==> src/hdl/deq_pkg.sv <==
// Shared types and codes for the double-ended queue core.
// No dependencies; imported by deq_ctrl and the top-level core.
package deq_pkg;

  // Command codes carried on the input channel
  typedef enum logic [2:0] {
    CMD_PUSH_FRONT = 3'd0,
    CMD_PUSH_BACK  = 3'd1,
    CMD_POP_FRONT  = 3'd2,
    CMD_POP_BACK   = 3'd3,
    CMD_PEEK_FRONT = 3'd4,
    CMD_PEEK_BACK  = 3'd5,
    CMD_SIZE       = 3'd6,
    CMD_CLEAR      = 3'd7
  } cmd_t;

  // Result status codes
  typedef enum logic [1:0] {
    ST_OK    = 2'd0,
    ST_EMPTY = 2'd1,
    ST_FULL  = 2'd2
  } status_t;

  // Sequencer states
  typedef enum logic {
    S_IDLE = 1'b0,
    S_READ = 1'b1
  } state_t;

  // Response control from sequencer to output register
  typedef struct packed {
    logic    load;      // write the output register this cycle
    logic    from_ram;  // value comes from the store read port
    status_t status;
  } rsp_ctl_t;

endpackage

==> src/hdl/deq_ctrl.sv <==
// Command sequencer: front/back pointers, entry count and store access.
// Depends on deq_pkg; drives deq_ram and the output register in the top level.
module deq_ctrl
  import deq_pkg::*;
#(
  parameter int DEPTH  = 1024,
  parameter int ADDR_W = 10,
  parameter int CNT_W  = 11
) (
  input  logic              clk,
  input  logic              rst_n,
  input  logic              in_valid,
  output logic              in_ready,
  input  logic [2:0]        in_command,
  input  logic [31:0]       in_value,
  input  logic              out_free,
  output logic              ram_we,
  output logic [ADDR_W-1:0] ram_waddr,
  output logic [31:0]       ram_wdata,
  output logic              ram_re,
  output logic [ADDR_W-1:0] ram_raddr,
  output rsp_ctl_t          rsp,
  output logic [CNT_W-1:0]  rsp_count
);

  localparam logic [ADDR_W-1:0] LAST_SLOT = ADDR_W'(DEPTH - 1);
  localparam logic [CNT_W-1:0]  FULL_CNT  = CNT_W'(DEPTH);

  state_t            state_r, state_nxt;
  logic [ADDR_W-1:0] front_r, front_nxt;
  logic [ADDR_W-1:0] back_r, back_nxt;
  logic [CNT_W-1:0]  count_r, count_nxt;
  logic              acc;
  logic              full, empty;
  logic [ADDR_W-1:0] front_inc, front_dec, back_inc, back_dec;
  status_t           st;
  cmd_t              cmd;

  assign cmd      = cmd_t'(in_command);
  assign in_ready = (state_r == S_IDLE) && out_free;
  assign acc      = in_valid && in_ready;
  assign full     = (count_r == FULL_CNT);
  assign empty    = (count_r == '0);

  // circular neighbors of both pointers
  assign front_inc = (front_r == LAST_SLOT) ? '0 : front_r + 1'b1;
  assign front_dec = (front_r == '0) ? LAST_SLOT : front_r - 1'b1;
  assign back_inc  = (back_r == LAST_SLOT) ? '0 : back_r + 1'b1;
  assign back_dec  = (back_r == '0) ? LAST_SLOT : back_r - 1'b1;

  // next state: a store read holds the sequencer in S_READ
  always_comb begin
    state_nxt = state_r;
    case (state_r)
      S_IDLE:  if (acc && ram_re) state_nxt = S_READ;
      S_READ:  state_nxt = S_IDLE;
      default: state_nxt = S_IDLE;
    endcase
  end

  // command decode: pointer/count updates and store access
  always_comb begin
    front_nxt = front_r;
    back_nxt  = back_r;
    count_nxt = count_r;
    st        = ST_OK;
    ram_we    = 1'b0;
    ram_waddr = front_dec;
    ram_wdata = in_value;
    ram_re    = 1'b0;
    ram_raddr = front_r;
    if (acc) begin
      case (cmd)
        CMD_PUSH_FRONT: begin
          if (full) begin
            st = ST_FULL;
          end else begin
            front_nxt = front_dec;
            ram_we    = 1'b1;
            ram_waddr = front_dec;
            count_nxt = count_r + 1'b1;
          end
        end
        CMD_PUSH_BACK: begin
          if (full) begin
            st = ST_FULL;
          end else begin
            back_nxt  = back_inc;
            ram_we    = 1'b1;
            ram_waddr = back_r;
            count_nxt = count_r + 1'b1;
          end
        end
        CMD_POP_FRONT: begin
          if (empty) begin
            st = ST_EMPTY;
          end else begin
            ram_re    = 1'b1;
            ram_raddr = front_r;
            front_nxt = front_inc;
            count_nxt = count_r - 1'b1;
          end
        end
        CMD_POP_BACK: begin
          if (empty) begin
            st = ST_EMPTY;
          end else begin
            ram_re    = 1'b1;
            ram_raddr = back_dec;
            back_nxt  = back_dec;
            count_nxt = count_r - 1'b1;
          end
        end
        CMD_PEEK_FRONT: begin
          if (empty) begin
            st = ST_EMPTY;
          end else begin
            ram_re    = 1'b1;
            ram_raddr = front_r;
          end
        end
        CMD_PEEK_BACK: begin
          if (empty) begin
            st = ST_EMPTY;
          end else begin
            ram_re    = 1'b1;
            ram_raddr = back_dec;
          end
        end
        CMD_SIZE: ;
        CMD_CLEAR: begin
          front_nxt = '0;
          back_nxt  = '0;
          count_nxt = '0;
        end
        default: ;
      endcase
    end
  end

  // response: in the accept cycle for non-reads, in the following cycle (S_READ) for store reads
  always_comb begin
    rsp.load     = (state_r == S_READ) || (acc && !ram_re);
    rsp.from_ram = (state_r == S_READ);
    rsp.status   = (state_r == S_READ) ? ST_OK : st;
    rsp_count    = (state_r == S_READ) ? count_r : count_nxt;
  end

  always_ff @(posedge clk) begin
    if (!rst_n) begin
      state_r <= S_IDLE;
      front_r <= '0;
      back_r  <= '0;
      count_r <= '0;
    end else begin
      state_r <= state_nxt;
      front_r <= front_nxt;
      back_r  <= back_nxt;
      count_r <= count_nxt;
    end
  end

endmodule

==> config.mk <==
export PLATFORM = sky130hd
export DESIGN_NAME = deq_ctrl
export DESIGN_NICKNAME = d
export VERILOG_FILES = /design/src/hdl/deq_pkg.sv /design/src/hdl/deq_ctrl.sv
export SDC_FILE = /design/constraint.sdc
export NUM_CORES = 1
export LEC_CHECK = 0
export BUFFER_PORTS_ARGS = -buffer_cell sky130_fd_sc_hd__buf_2
export CORE_MARGIN = 4
export CORE_UTILIZATION = 57
export DETAILED_ROUTE_END_ITERATION = 7
export GPL_TIMING_DRIVEN = 0
export PLACE_DENSITY = 0.87
export SLEW_MARGIN = 20
export SYNTH_ARGS = -nofsm -noshare
export SYNTH_HDL_FRONTEND = slang
export SYNTH_SLANG_ARGS = --single-unit
==> constraint.sdc <==
create_clock -name clk -period 4.8 [get_ports clk]
set_input_delay 0.48 -clock clk [delete_from_list [all_inputs] [get_ports clk]]
set_output_delay 0.48 -clock clk [all_outputs]
set_load 0.01 [all_outputs]
==> summary.txt <==
Synthesis
  – Asr flop ratio synth: 0%
  – Post-synthesis mux area share: under 10%
  – Synth Area in XOR/XNOR: under 10%
  – Synth Area in Compound Gates: 30.02%
  – Most used DFF post-synth: dfxtp_1
  – Synth Area in Adders: under 10%
  – Avg Cell Area, Syn: roughly 7 sq um
  – Synth cell types: 71
  – Post-Syn Area: around 3600 sq um
  – Yosys warnings: 0
  – Syn Inst Count: roughly 520
  – Main combinational cell family by area after synthesis: simple AND/OR/NAND/NOR gates
  – Synth Register Bits: 32
  – Net Count, Synth: about 570
  – Register area share after synthesis: between 10% and 20%
  – EDFF count, synth: 0
  – Post-synthesis simple-gate area fraction: 30.95%

Setup path
  – R2R Setup Slk: 2.17 ns
  – Critical Path Max Stage Delay: between 0.7 and 0.8 ns
  – WP buf/inv: 4
  – Worst setup SP type: flip-flop
  – Worst Setup EP: ram_raddr[7]
  – CP delay by family, top: simple AND/OR/NAND/NOR gates
  – Crit Path Category: reg2out
  – Sequence of cells on the critical path: inv_1, ha_1, nor4b_2, nand3_1, nand3_1, buf_2, buf_2, nand2_1, o21ai_0, buf_2
  – Critical Path RT: between 4 and 5 ns
  – Maximum fanout along the worst path: 10
  – Worst EP arrival: just over 3 ns
  – Setup crit start: count_r[0]
  – Crit-path slowest cell: nor4b_2
  – Crit end category: output pin
  – Number of cells on the critical path: 10
  – Crit path top cell by count: buf_2
  – R2R depth: 7
  – RR Endpoint: back_r[7]
  – Critical R2R Launch: count_r[0]

Global routing
  – Largest net degree at the start of global routing: 11
  – Tot GR Track Use: between 30% and 40%
  – Initial antenna violation count: 0
  – Grt ovf: 0
  – First-pass GRT wire length: slightly below 20000 um
  – Vias in the first global route: ~3900

Clock network
  – Clock-pin slew on the worst setup and hold paths: 0.08 ns
  – Setup bufs post-CTS: 0
  – Post-CTS sizing: 0
  – Clock Tree Buf Depth: 2
  – Clock network latency to the later pin of the worst-skew pair: slightly below 0.3 ns
  – Root buffer cell: clkbuf_8
  – H-tree lvl count: 2
  – Total CTS buffers: 5
  – CTS tree: done
  – Hold-fix buffers, CTS: 0
  – CTS sink cnt: 32

Power and ir drop
  – Peak supply drop: roughly 0.14 mV
  – PD cells: ~200 nW/um^2
  – Leakage: about 1.8 nW

Die
  – Die X-Extent: 87.94 um
  – Core area: 6061 sq um
  – Row cnt: 28
  – Die height: 87.94 um
  – Die area: 7733 sq um
  – Initial Util: around 60%
  – I/O pin count: between 100 and 150

Timing
  – Hold Fails Final Rpt: 0
  – Final max-slew violation count: 0
  – Hold_ws: ~0.53 ns
  – Tightest Pin Transition: 0.9161 ns
  – Endpoints failing setup: 0
  – Maximum clock rate: about 280 MHz
  – Skew final: around 0.0053 ns
  – Tcrit/Tclk final: 73.47%
  – RSZ-0062 raised after global routing: no
  – Worst rel slew slack: 38.77%
  – Setup TNS: 0 ns
  – Final min period: between 3 and 4 ns

Place
  – Routability cong.: about 0.96
  – HPWL after DPL: 8989 um
  – Port Buffer Count: 75
  – Placed instance count: 672

Drt
  – Vias: 4432
  – Avg WL per Cell: around 18 um
  – Routed WL: 12160 um
  – Vias per inst: 6.518
  – Initial DRC count: 502
  – Initial DRT Pass Iterations: 5
  – DRC Markers: 0
  – Antenna-violating nets left: 0

Outcome
  – Status: completed

Job
  – Max-Cap Viols: 0

Finish
  – Flip-flop and latch area: between 600 and 700 sq um
  – # fillers: approximately 510
  – Multi-input logic area: between 2000 and 3000 sq um
  – Synth-to-Final Area Change: 15.84%
  – Final #Nets: between 600 and 700
  – Layout cell share with drive strength beyond 1: 23.47%
  – Layout Cells excl Fill: 680
  – Inserted Diodes: 0

Hold path
  – Worst hold path class: reg2reg
final cells by class:
cell class,count,share of cell area [%]
plain buffers,81,10.59
clock buffers,6,1.720
clock inverters,2,0.8304
inverters,14,1.246
multi-input cells,395,59.31
flip-flops and latches,32,15.18
well taps,75,2.224
repair buffers,75,8.897
logic make-up after synthesis:
| group | count (synthesis) |
|---|---|
| flip-flops | 32 |
| AND/OR/NAND/NOR | 210 |
| multiplexers | 4 |
| adder cells (fa/ha/maj) | 8 |
| buffers and inverters | 95 |
| XOR/XNOR | 16 |
| AO/OA/AOI/OAI | 157 |
synthesized netlist by cell type, types with 5 or more instances:
master / instances / area, sq um
a21o_1: 8 / 60.06
a21oi_1: 25 / 125.1
a31oi_1: 15 / 93.84
and2_1: 16 / 100.1
and3_1: 8 / 50.05
buf_2: 9 / 45.04
buf_4: 33 / 247.7
clkbuf_1: 34 / 127.6
dfxtp_1: 32 / 640.6
ha_1: 8 / 100.1
inv_1: 14 / 52.55
nand2_1: 41 / 153.9
nand2b_1: 6 / 37.54
nand3_1: 20 / 100.1
nand4_1: 9 / 56.30
nor2_1: 41 / 153.9
nor3_1: 14 / 70.07
nor3b_1: 5 / 37.54
nor4_1: 12 / 75.07
o211ai_1: 7 / 52.55
o21a_1: 5 / 37.54
o21ai_0: 28 / 140.1
o221a_2: 5 / 56.30
o221ai_1: 5 / 43.79
o22ai_1: 9 / 56.30
o31ai_1: 8 / 60.06
or2_2: 5 / 31.28
or3_1: 11 / 68.82
xnor2_1: 10 / 87.58
xor2_1: 6 / 52.55
worst register-to-register path: cells and delay by family, from the launching register on:
kind | cells | cell delay [ns]
adders and majority gates | 1 | 0.24
AOI/OAI and AO/OA | 2 | 0.52
DFF | 1 | 0.36
buffers and inverters | 2 | 0.36
and+or+nand+nor | 2 | 1.04
worst min-delay path by stage:
| stage | from | end | depth (start not counted) |
|---|---|---|---|
| 2_1_floorplan | state_r | state_r | 1 |
| 3_3_place_gp | state_r | state_r | 1 |
| 3_5_place_dp | state_r | state_r | 1 |
| 4_1_cts | state_r | state_r | 1 |
| 5_1_grt | state_r | state_r | 1 |
| 6_report | state_r | state_r | 1 |
report_power, final:
group          total [mW]  internal [mW]  switching [mW]
sequential          0.278          0.272         0.00595
clock               0.271          0.154           0.117
combinational       0.305          0.123           0.182
total               0.855          0.550           0.305
layer usage:
metal  GRT usage, %  wire, um  vias to the layer above
met2          46.78      5182                      327
met4          9.623       264                        0
met1          44.88      5097                     1992
met3          8.467      1620                       32
li1               -         -                     2081
met5              0         0                        -
sequential cells by signal, indices dropped and copies added (netlist names):
register,count
state_r,1
front_r,10
back_r,10
count_r,11
metrics by stage:
stage	total power, mW	util [%]	area, sq um	setup WS (ns)
3_5_place_dp	0.5800	67.84	4111	1.662
6_report	0.8545	69.61	4219	1.273
4_1_cts	0.8492	69.61	4219	1.359
3_3_place_gp	0.5770	67.84	4111	1.670
2_1_floorplan	0.4922	-	3642	2.395
5_1_grt	0.8967	69.61	4219	1.038
layout by cell type, fill, tap and decap left out, types with 15 or more instances in the layout:
cell,n
o21ai_0,28
and2_1,16
clkbuf_1,35
nand3_1,20
buf_4,33
nor2_1,41
a21oi_1,25
nand2_1,41
buf_2,84
a31oi_1,15
dfxtp_1,32
Note: power is estimated with default switching activity, not from simulation.
